**src/rtl/core/sppd_pkg.sv**
```systemverilog
// Shared constants for the servo PWM / CPPM pulse decoder.
package sppd_pkg;

  localparam int NUM_CHANNELS = 3;

  localparam int CH_W    = 2;
  localparam int TS_W    = 16;
  localparam int TICK_W  = TS_W + 1;
  localparam int PMAX_W  = 15;
  localparam int WIDTH_W = 16;
  localparam int MARK_W  = 3;
  localparam int PH_W    = 3;
  localparam int CFG_IDX_W  = 2;
  localparam int CFG_DATA_W = 16;

  localparam logic [CFG_IDX_W-1:0] REG_MODE       = 2'd0;
  localparam logic [CFG_IDX_W-1:0] REG_TIMER_TOP  = 2'd1;
  localparam logic [CFG_IDX_W-1:0] REG_PULSE_MAX  = 2'd2;
  localparam logic [CFG_IDX_W-1:0] REG_AUX_LOCAL  = 2'd3;

  localparam logic [TS_W-1:0]   TIMER_TOP_RST = 16'hFFFF;
  localparam logic [PMAX_W-1:0] PULSE_MAX_RST = 15'd2500;

  localparam logic [PH_W-1:0] PH_ANY  = 3'd0;
  localparam logic [PH_W-1:0] PH_IDLE = 3'd1;
  localparam logic [PH_W-1:0] PH_CH1  = 3'd2;
  localparam logic [PH_W-1:0] PH_CH2  = 3'd3;
  localparam logic [PH_W-1:0] PH_CH3  = 3'd4;

  localparam logic MODE_SERVO = 1'b0;
  localparam logic MODE_CPPM  = 1'b1;

endpackage

```
**src/rtl/core/servo_pwm_ppm_pulse_decoder.sv**
```systemverilog
// Servo PWM and CPPM pulse decoder: capture events in, frame widths out.
//
//  channel   signals                                      direction
//  capture   in_valid, in_stall, channel, timestamp       request in
//  frame     out_valid, out_stall, steering_width,        request out
//            throttle_width, aux_width, aux_updated
//  config    cfg_we, cfg_index, cfg_data                  write only
//
// One capture is taken per cycle; its frame appears in the output register
// on the next cycle. The single output register sets the figure: a capture
// is stalled only while a frame sits there and out_stall is high.
// Synchronous reset clears all decoder state and loads register defaults.
module servo_pwm_ppm_pulse_decoder
  import sppd_pkg::*;
(
  input  logic                  clk,
  input  logic                  rst,
  input  logic                  in_valid,
  output logic                  in_stall,
  input  logic [CH_W-1:0]       channel,
  input  logic [TS_W-1:0]       timestamp,
  output logic                  out_valid,
  input  logic                  out_stall,
  output logic [WIDTH_W-1:0]    steering_width,
  output logic [WIDTH_W-1:0]    throttle_width,
  output logic [WIDTH_W-1:0]    aux_width,
  output logic                  aux_updated,
  input  logic                  cfg_we,
  input  logic [CFG_IDX_W-1:0]  cfg_index,
  input  logic [CFG_DATA_W-1:0] cfg_data
);

  logic              mode;
  logic [TS_W-1:0]   timer_top;
  logic [PMAX_W-1:0] pulse_max_us;
  logic              aux_is_local_switch;

  logic              expect_falling [NUM_CHANNELS];
  logic [TS_W-1:0]   rise_time      [NUM_CHANNELS];
  logic [TICK_W-1:0] pulse_width    [NUM_CHANNELS];
  logic [MARK_W-1:0] seen_marks;
  logic [PH_W-1:0]   ppm_phase;
  logic [TS_W-1:0]   prev_edge_time;

  logic              expect_falling_next [NUM_CHANNELS];
  logic [TS_W-1:0]   rise_time_next      [NUM_CHANNELS];
  logic [TICK_W-1:0] pulse_width_next    [NUM_CHANNELS];
  logic [MARK_W-1:0] seen_marks_next;
  logic [PH_W-1:0]   ppm_phase_next;
  logic [TS_W-1:0]   prev_edge_time_next;

  logic              accept;
  logic              emit;
  logic              ch_ok;
  logic [TICK_W-1:0] pulse_diff;
  logic [TICK_W-1:0] gap;
  logic              is_sync;
  logic [TICK_W-1:0] frame_src   [NUM_CHANNELS];
  logic [WIDTH_W-1:0] frame_width [MARK_W];

  function automatic logic [TICK_W-1:0] tick_diff(
    input logic [TS_W-1:0] earlier,
    input logic [TS_W-1:0] later,
    input logic [TS_W-1:0] top
  );
    logic [TICK_W-1:0] wrap_add;
    wrap_add = (earlier > later) ? ({1'b0, top} + TICK_W'(1)) : '0;
    return {1'b0, later} + wrap_add - {1'b0, earlier};
  endfunction

  assign in_stall = out_valid && out_stall;
  assign accept   = in_valid && !in_stall;
  assign ch_ok    = (32'(channel) < NUM_CHANNELS);

  always_comb begin
    for (int k = 0; k < MARK_W; k++) begin
      frame_width[k] = '0;
      if (k < NUM_CHANNELS) begin
        frame_width[k] = frame_src[k][TICK_W-1:1];
      end
    end
  end

  always_comb begin
    pulse_diff = '0;
    if (ch_ok) begin
      pulse_diff = tick_diff(rise_time[channel], timestamp, timer_top);
    end
    gap     = tick_diff(prev_edge_time, timestamp, timer_top);
    is_sync = (ppm_phase != PH_ANY) && (gap > TICK_W'({pulse_max_us, 1'b0}));
  end

  always_comb begin
    expect_falling_next = expect_falling;
    rise_time_next      = rise_time;
    pulse_width_next    = pulse_width;
    seen_marks_next     = seen_marks;
    ppm_phase_next      = ppm_phase;
    prev_edge_time_next = prev_edge_time;
    emit                = 1'b0;

    if (mode == MODE_SERVO) begin
      if (ch_ok) begin
        if (!expect_falling[channel]) begin
          rise_time_next[channel] = timestamp;
          if (seen_marks[channel]) begin
            emit = 1'b1;
            seen_marks_next = '0;
          end
          seen_marks_next[channel] = 1'b1;
        end else begin
          pulse_width_next[channel] = pulse_diff;
        end
        expect_falling_next[channel] = !expect_falling[channel];
      end
    end else begin
      prev_edge_time_next = timestamp;
      if (is_sync) begin
        if (seen_marks != '0) begin
          emit = 1'b1;
          seen_marks_next = '0;
        end
        ppm_phase_next = PH_CH1;
      end else begin
        case (ppm_phase)
          PH_CH1: begin
            pulse_width_next[0] = gap;
            seen_marks_next[0]  = 1'b1;
            ppm_phase_next      = PH_CH2;
          end
          PH_CH2: begin
            if (NUM_CHANNELS > 1) begin
              pulse_width_next[1] = gap;
            end
            seen_marks_next[1] = 1'b1;
            ppm_phase_next     = PH_CH3;
          end
          PH_CH3: begin
            if (NUM_CHANNELS > 2) begin
              pulse_width_next[2] = gap;
            end
            emit            = 1'b1;
            seen_marks_next = '0;
            ppm_phase_next  = PH_IDLE;
          end
          default: begin
            ppm_phase_next = PH_IDLE;
          end
        endcase
      end
    end

    frame_src = pulse_width_next;

    // clear widths once reported
    if (emit) begin
      for (int k = 0; k < NUM_CHANNELS; k++) begin
        pulse_width_next[k] = '0;
      end
    end
  end

  always_ff @(posedge clk) begin
    if (rst) begin
      mode                <= MODE_SERVO;
      timer_top           <= TIMER_TOP_RST;
      pulse_max_us        <= PULSE_MAX_RST;
      aux_is_local_switch <= 1'b0;
    end else if (cfg_we) begin
      case (cfg_index)
        REG_MODE:      mode                <= cfg_data[0];
        REG_TIMER_TOP: timer_top           <= cfg_data[TS_W-1:0];
        REG_PULSE_MAX: pulse_max_us        <= cfg_data[PMAX_W-1:0];
        REG_AUX_LOCAL: aux_is_local_switch <= cfg_data[0];
        default: ;
      endcase
    end
  end

  always_ff @(posedge clk) begin
    if (rst) begin
      for (int k = 0; k < NUM_CHANNELS; k++) begin
        expect_falling[k] <= 1'b0;
        rise_time[k]      <= '0;
        pulse_width[k]    <= '0;
      end
      seen_marks     <= '0;
      ppm_phase      <= PH_ANY;
      prev_edge_time <= '0;
    end else if (accept) begin
      expect_falling <= expect_falling_next;
      rise_time      <= rise_time_next;
      pulse_width    <= pulse_width_next;
      seen_marks     <= seen_marks_next;
      ppm_phase      <= ppm_phase_next;
      prev_edge_time <= prev_edge_time_next;
    end
  end

  always_ff @(posedge clk) begin
    if (rst) begin
      out_valid <= 1'b0;
    end else if (accept && emit) begin
      out_valid <= 1'b1;
    end else if (!out_stall) begin
      out_valid <= 1'b0;
    end
  end

  always_ff @(posedge clk) begin
    if (accept && emit) begin
      steering_width <= frame_width[0];
      throttle_width <= frame_width[1];
      aux_width      <= aux_is_local_switch ? '0 : frame_width[2];
      aux_updated    <= !aux_is_local_switch;
    end
  end

  a_phase_in_range: assert property (@(posedge clk) disable iff (rst)
    ppm_phase == PH_ANY || ppm_phase == PH_IDLE || ppm_phase == PH_CH1 ||
    ppm_phase == PH_CH2 || ppm_phase == PH_CH3)
    else $error("ppm phase left its range");

  a_phase_no_return: assert property (@(posedge clk) disable iff (rst)
    ppm_phase != PH_ANY |=> ppm_phase != PH_ANY)
    else $error("ppm phase went back to wait-any");

  a_clear_after_emit: assert property (@(posedge clk) disable iff (rst)
    accept && emit |=> pulse_width[0] == '0 && seen_marks != '1)
    else $error("widths not cleared after frame");

  a_local_switch: assert property (@(posedge clk) disable iff (rst)
    out_valid && !aux_updated |-> aux_width == '0)
    else $error("aux width reported under local switch");

  a_no_drop: assert property (@(posedge clk) disable iff (rst)
    out_valid && out_stall |-> in_stall)
    else $error("capture taken over a held frame");

endmodule

```
**config.mk**
```make
export PLATFORM = sky130hd
export DESIGN_NAME = servo_pwm_ppm_pulse_decoder
export DESIGN_NICKNAME = d
export VERILOG_FILES = /design/src/rtl/core/sppd_pkg.sv /design/src/rtl/core/servo_pwm_ppm_pulse_decoder.sv
export SDC_FILE = /design/constraint.sdc
export NUM_CORES = 1
export LEC_CHECK = 0
export BUFFER_PORTS_ARGS = -buffer_cell sky130_fd_sc_hd__buf_2
export CAP_MARGIN = 10
export CORE_AREA = 2 2 187 235
export CTS_CLUSTER_DIAMETER = 200
export DETAILED_ROUTE_END_ITERATION = 6
export DIE_AREA = 0 0 189 237
export GPL_TIMING_DRIVEN = 0
export PLACE_DENSITY = 0.58
export SYNTH_ARGS = -nofsm -noshare
export SYNTH_HDL_FRONTEND = slang
export SYNTH_SLANG_ARGS = --single-unit
export TNS_END_PERCENT = 20
```
**constraint.sdc**
```tcl
create_clock -name clk -period 10.4 [get_ports clk]
set_input_delay 2.6 -clock clk [delete_from_list [all_inputs] [get_ports clk]]
set_output_delay 2.6 -clock clk [all_outputs]
set_load 0.005 [all_outputs]
```
==> impl_metrics.py, run 1 <==
metrics = {
    "synthesis": {
        "yosys_warnings": 0,
        "synth_top_family_by_area": "compound AO/OA/AOI/OAI gates",
        "ys_seq_area_frac": 0.3616,
        "ys_dominant_reg_cell": "dfxtp_1",
        "synth_area_leaders": "dfxtp_1 (25%), edfxtp_1 (12%), nand2_1 (9.6%)",
        "async_flop_share": 0,
        "synth_seq_cells": 204,
        "muxShareOfSynthArea": 0.03145,
        "postSynthAreaPerCell_um2": 8.346,
        "synth_top_cells_by_count": "nand2_1 (322), dfxtp_1 (155), a21oi_1 (150)",
        "synth.most_common_cell": "nand2_1",
        "synthAdderAreaFrac": 0.1307,
        "yosysUniqueCellTypes": 69,
        "synth-xor-area-share": 0.02710,
        "yosysTopAreaCellShare": 0.2453,
        "synth.largest_area_cell": "dfxtp_1",
        "netlist_instances": 1516,
        "synth-compound-area-share": 0.2071,
        "syn_nets": 1670,
        "synth-edff-count": 49,
        "syn-cell-area_mm2": 0.01265,
        "yosys.area_share.simple": 0.1848,
    },
    "flow_run": {
        "drv_cap": 0,
    },
    "timing": {
        "report.final.slew_viol_count": 0,
        "final-hold-violation-count": 0,
        "min_period_ns": 9.981,
        "grt_setup_unrepaired": "false",
        "max_slew_margin": 0.3805,
        "fin_crit_sh": 0.9597,
        "max_freq_mhz": 100.2,
        "fin_worst_skew_ns": 0.02686,
        "timing.final.ws_setup_ns": 0.4188,
        "worst_pin_slew_ns": 0.9222,
        "setup_viol": 0,
    },
    "worst_hold_path": {
        "holdPathStages": 2,
        "hold_end": "rise_time[1]$_SDFFE_PP0P_",
        "hp-class": "register to register",
        "hp-start": "rise_time[1]$_SDFFE_PP0P_",
    },
    "setup_path": {
        "startpoint_type": "input pin",
        "crit_path_start": "timestamp[12]",
        "crit_arrival_ns": 10.46,
        "r2r_end": "pulse_width[26]$_SDFFE_PP0P_",
        "r2r_cells": 30,
        "rr_startpoint": "prev_edge_time[11]$_SDFFE_PP0P_",
        "worst-path-max-fanout": 10,
        "crit_required_ns": 10.88,
        "end_kind": "register",
        "worstSetupPathType": "input pin to register",
        "r2r_setup_slack_ns": 2.46,
        "slowest_delay_ns": 0.55,
        "critPathSlowestCell": "or4_1",
    },
    "floorplanning": {
        "ios": 92,
        "floorplan.initialDensity": 0.2967,
        "die_h_um": 237,
        "die_w_um": 189,
        "rows": 85,
        "core_area_mm2": 0.04265,
        "die_area_mm2": 0.04479,
    },
    "clock_tree": {
        "clockBufferDepth": 3,
        "cts.sinks": 204,
        "clk_pin_slew_ns": 0.06,
        "clk_latency_ns": 0.54,
        "postCtsHoldBufs": 0,
        "cts_tree": "done",
        "root_buffer": "clkbuf_16",
        "cts-buffers-inserted": 22,
        "htreeDepth": 1,
    },
    "outcome": {
        "run_status": "completed",
    },
    "placed_design": {
        "dp_slack_ns": -0.6158,
        "numPortBuffers": 89,
        "gp_congestion": 0.9265,
        "hpwlAfterDp_um": 33620,
        "placedInstanceArea_mm2": 0.01384,
    },
    "routing": {
        "routedWlPerCell_um": 19.03,
        "ant_nets": 0,
        "wl_met1_um": 16320,
        "routed_wl_um": 42240,
        "wl_met3_um": 1830,
        "dr.pass1.iters": 5,
        "drc": 0,
        "avgViaCountPerCell": 5.161,
        "top_layer_used": "met4",
        "drt_iter0_drc": 890,
        "vias": 11460,
        "met2_length_um": 21570,
    },
    "global_route": {
        "grt_overflow": 0,
        "first_global_vias": 11240,
        "grt_use_total": 0.1865,
        "grt_pass1_wl_um": 64550,
        "grt_max_degree": 31,
        "antenna_found_initial": 0,
    },
    "final_layout": {
        "fin_nets": 1793,
        "seq_area_mm2": 0.004574,
        "diodes": 0,
        "area_delta_synth_final_pct": 16.41,
        "fillers": 4417,
        "drive_above_1_share": 0.1057,
        "multi_input_comb_area_mm2": 0.007422,
        "final_area_mm2": 0.01473,
    },
    "power": {
        "power_leakage_nw": 5.893,
        "power_w": 0.002190,
        "p_per_area_mw_per_mm2": 148.7,
        "vdd_drop_max_mv": 0.1116,
    },
}
==> worst max-delay path: cells and delay by family <==
family,cells,cell delay [ns]
and+or+nand+nor,11,2.59
muxes,1,0.37
xor gates and xnor gates,1,0.30
adders and majority gates,4,1.46
AOI/OAI and AO/OA,9,2.04
buffers and inverters,6,1.07
==> per-stage QoR <==
step | instances | hold WS (ns) | setup TNS [ns] | util
after global placement | 2170 | 0.4411 | -96.92 | 0.3238
final | 2220 | 0.4547 | 0 | 0.3453
after detailed placement | 2171 | 0.4479 | -49.99 | 0.3244
after CTS | 2212 | 0.4554 | 0 | 0.3425
after global routing | 2220 | 0.4722 | 0 | 0.3453
after floorplan | 1516 | 0.4187 | 0 | -
==> flip-flops by register name (all words and copies together), names as in the netlist, 3 cells and up <==
name	cells
steering_width	16
aux_width	16
expect_falling	3
throttle_width	16
pulse_max_us	15
ppm_phase	3
prev_edge_time	16
seen_marks	3
timer_top	16
rise_time	48
pulse_width	48
==> repair_timing <==
action	4_1_cts	5_1_grt
pin swaps	1	2
buffers inserted	0	7
endpoints found under the setup margin	30	147
resized for setup	0	9
cloned	1	0
==> cell type report <==
class,count,area share
multi-input cells,1130,0.5039
clock buffers,24,0.03789
clock inverters,16,0.01393
flip-flops and latches,204,0.3106
plain buffers,69,0.02022
inverters,114,0.02905
repair buffers,98,0.03636
well taps,565,0.04800
==> cell usage in the layout, fill, tap and decap left out, types with 22 or more instances in the layout <==
master	n
a21oi_1	149
ha_1	81
clkbuf_16	22
mux2i_1	31
edfxtp_1	49
buf_2	92
xnor2_1	23
dfxtp_1	155
fa_1	32
inv_1	112
nand2_1	322
nor2_1	82
clkbuf_1	60
a22o_1	35
a211oi_1	27
nand3_1	35
o21ai_0	56
==> cells by family after synthesis <==
kind of cell | after synthesis
and+or+nand+nor | 543
AOI/OAI and AO/OA | 399
DFF | 204
buffers and inverters | 183
adders and majority gates | 113
xor gates and xnor gates | 37
muxes | 37
==> where the power goes <==
part	leakage (nW)	total, W	internal (W)	switching (W)
Sequential	1.70	0.000856	0.000838	0.0000178
Combinational	3.82	0.000497	0.000173	0.000323
Clock	0.370	0.000838	0.000492	0.000346
==> metal layers <==
metal / up-vias / global-route usage
li1: 5559 / -
met1: 5410 / 0.2082
met2: 370 / 0.3405
met3: 119 / 0.02045
met4: 0 / 0.1077
met5: - / 0
==> worst max-delay path by stage <==
stage                                              end  cells past startpoint
after floorplan                  aux_updated$_DFFE_PP_                     29
after global placement     aux_width[10]$_SDFFCE_PP0P_                     30
after detailed placement   aux_width[10]$_SDFFCE_PP0P_                     31
after CTS                 pulse_width[14]$_SDFFE_PP0P_                     33
after global routing      pulse_width[14]$_SDFFE_PP0P_                     33
final                     pulse_width[26]$_SDFFE_PP0P_                     32
Note: power is estimated with default switching activity, not from simulation.
==> run 2, diff against run 1 <==
RECOVER_POWER = 100   (was not set)
==> run 2 against run 1 <==
Against the previous run:
- non-clock buffer count unchanged
- setup slack improved by 0.014 ns
- utilization decreased by 0.076 points
- critical path depth unchanged
- die area unchanged
- maximum frequency increased by 0.14%
- combinational power about the same
- clock power about the same
- largest cell class unchanged
- highest routed layer unchanged
==> impl_metrics.py, run 2 (synthesized netlist as in run 1, its figures left out) <==
metrics = {
    "outcome": {
        "run_status": "completed",
    },
    "routing": {
        "routed_wl_um": 42220,
        "ant_nets": 0,
        "avgViaCountPerCell": 5.167,
        "vias": 11470,
        "dr.pass1.iters": 5,
        "routedWlPerCell_um": 19.02,
        "drc": 0,
        "drt_iter0_drc": 848,
    },
    "clock_tree": {
        "root_buffer": "clkbuf_16",
        "cts_tree": "done",
        "htreeDepth": 1,
        "clk_pin_slew_ns": 0.06,
        "clk_latency_ns": 0.54,
        "clockBufferDepth": 3,
        "cts-buffers-inserted": 22,
        "cts.sinks": 204,
        "postCtsHoldBufs": 0,
    },
    "global_route": {
        "grt_overflow": 0,
        "grt_max_degree": 31,
        "first_global_vias": 11240,
        "grt_pass1_wl_um": 64550,
        "antenna_found_initial": 0,
        "grt_use_total": 0.1865,
    },
    "final_layout": {
        "final_common_cell": "nand2_1",
        "diodes": 0,
        "mostFrequentLayoutCells": "nand2_1 (322), dfxtp_1 (155), a21oi_1 (149)",
        "reg_top3": "pulse_width: 48 flops, rise_time: 48 flops",
        "fillers": 4423,
        "drive_above_1_share": 0.09003,
        "instances_no_fill": 2220,
        "fin_nets": 1793,
        "area_delta_synth_final_pct": 16.15,
    },
    "timing": {
        "max_slew_margin": 0.3801,
        "fin_worst_skew_ns": 0.02419,
        "report.final.slew_viol_count": 0,
        "worst_pin_slew_ns": 0.9228,
        "min_period_ns": 9.968,
        "fin_crit_sh": 0.9584,
        "max_freq_mhz": 100.3,
        "setup_viol": 0,
        "grt_setup_unrepaired": "false",
        "timing.final.ws_setup_ns": 0.4323,
        "final-hold-violation-count": 0,
    },
    "power": {
        "p_per_area_mw_per_mm2": 148.9,
        "vdd_drop_max_mv": 0.1114,
        "power_leakage_nw": 5.825,
    },
    "setup_path": {
        "critPathSlowestCell": "or4_1",
        "startpoint_type": "input pin",
        "end_kind": "register",
        "slowest_delay_ns": 0.55,
        "worst-path-max-fanout": 10,
        "crit_required_ns": 10.88,
        "crit_arrival_ns": 10.45,
        "worstSetupPathType": "input pin to register",
    },
    "floorplanning": {
        "floorplan.initialDensity": 0.2967,
        "die_w_um": 189,
        "die_h_um": 237,
        "rows": 85,
        "ios": 92,
        "core_area_mm2": 0.04265,
        "die_area_mm2": 0.04479,
    },
    "flow_run": {
        "drv_cap": 0,
    },
    "placed_design": {
        "gp_congestion": 0.9265,
        "place_inst": 2171,
        "numPortBuffers": 89,
        "dp_slack_ns": -0.6158,
        "hpwlAfterDp_um": 33620,
    },
    "worst_hold_path": {
        "hp-class": "register to register",
    },
}
==> run 2: changes by cell type in the layout (fill, tap and decap cells not counted) <==
cell      before  now
buf_2         92   66
buf_1          2    0
clkbuf_1      60   88
==> run 2: path summary, 6_finish.rpt <==
path | startpoint | endpoint | slack (ns) | cells past startpoint
setup reg to reg | prev_edge_time[15]$_SDFFE_PP0P_ | pulse_width[26]$_SDFFE_PP0P_ | 2.47 | 30
hold reg to reg | rise_time[1]$_SDFFE_PP0P_ | rise_time[1]$_SDFFE_PP0P_ | 0.45 | 2
hold / removal | rise_time[1]$_SDFFE_PP0P_ | rise_time[1]$_SDFFE_PP0P_ | 0.45 | 2
setup / recovery | timestamp[12] | pulse_width[26]$_SDFFE_PP0P_ | 0.43 | 32
==> run 2: layer usage <==
layer  global-route usage  vias to the layer above  wire length [um]
li1                     -                     5556                 -
met1               0.2082                     5425             16420
met5                    0                        -                 0
met2               0.3405                      369             21480
met3              0.02045                      121              1718
met4               0.1077                        0              2602
==> run 2: final cells by class <==
class	count	area [um^2]	share of cell area
clock inverter	16	205.2	0.01396
clock buffer	24	558.0	0.03797
tap	565	706.9	0.04811
buffer	69	297.8	0.02026
sequential	204	4574	0.3113
timing repair buffer	98	503.0	0.03423
multi-input combinational	1130	7422	0.5051
inverter	114	427.9	0.02912
==> run 2: critical path, delay by kind of cell <==
family / cells / cell delay, ns
buffers and inverters: 6 / 1.07
AOI/OAI and AO/OA: 9 / 2.05
and+or+nand+nor: 11 / 2.59
adders and majority gates: 4 / 1.46
muxes: 1 / 0.38
xor gates and xnor gates: 1 / 0.30
==> run 2: per-stage QoR <==
stage          cell area, um^2    util  total power, W  hold slack, ns  setup TNS, ns
6_report                 14700  0.3446        0.002189          0.4546              0
5_1_grt                  14700  0.3446        0.002280          0.4722              0
4_1_cts                  14610  0.3425        0.002184          0.4554              0
3_5_place_dp             13840  0.3244        0.001350          0.4479         -49.99
3_3_place_gp             13810  0.3238        0.001341          0.4411         -96.92
2_1_floorplan            12660       -        0.001183          0.4187              0
==> run 2: report_power, final <==
group,internal (W),total [W],switching [W]
clock,0.000492,0.000838,0.000346
sequential,0.000838,0.000856,0.0000179
combinational,0.000173,0.000495,0.000322
total,0.00150,0.00219,0.000686
==> run 2: what timing repair did <==
item,CTS,global route
setup buffers,0,7
resized for setup,0,9
endpoints found under the setup margin,30,147
endpoints found under the hold margin,0,0
gates cloned,1,0
pin swaps,1,2
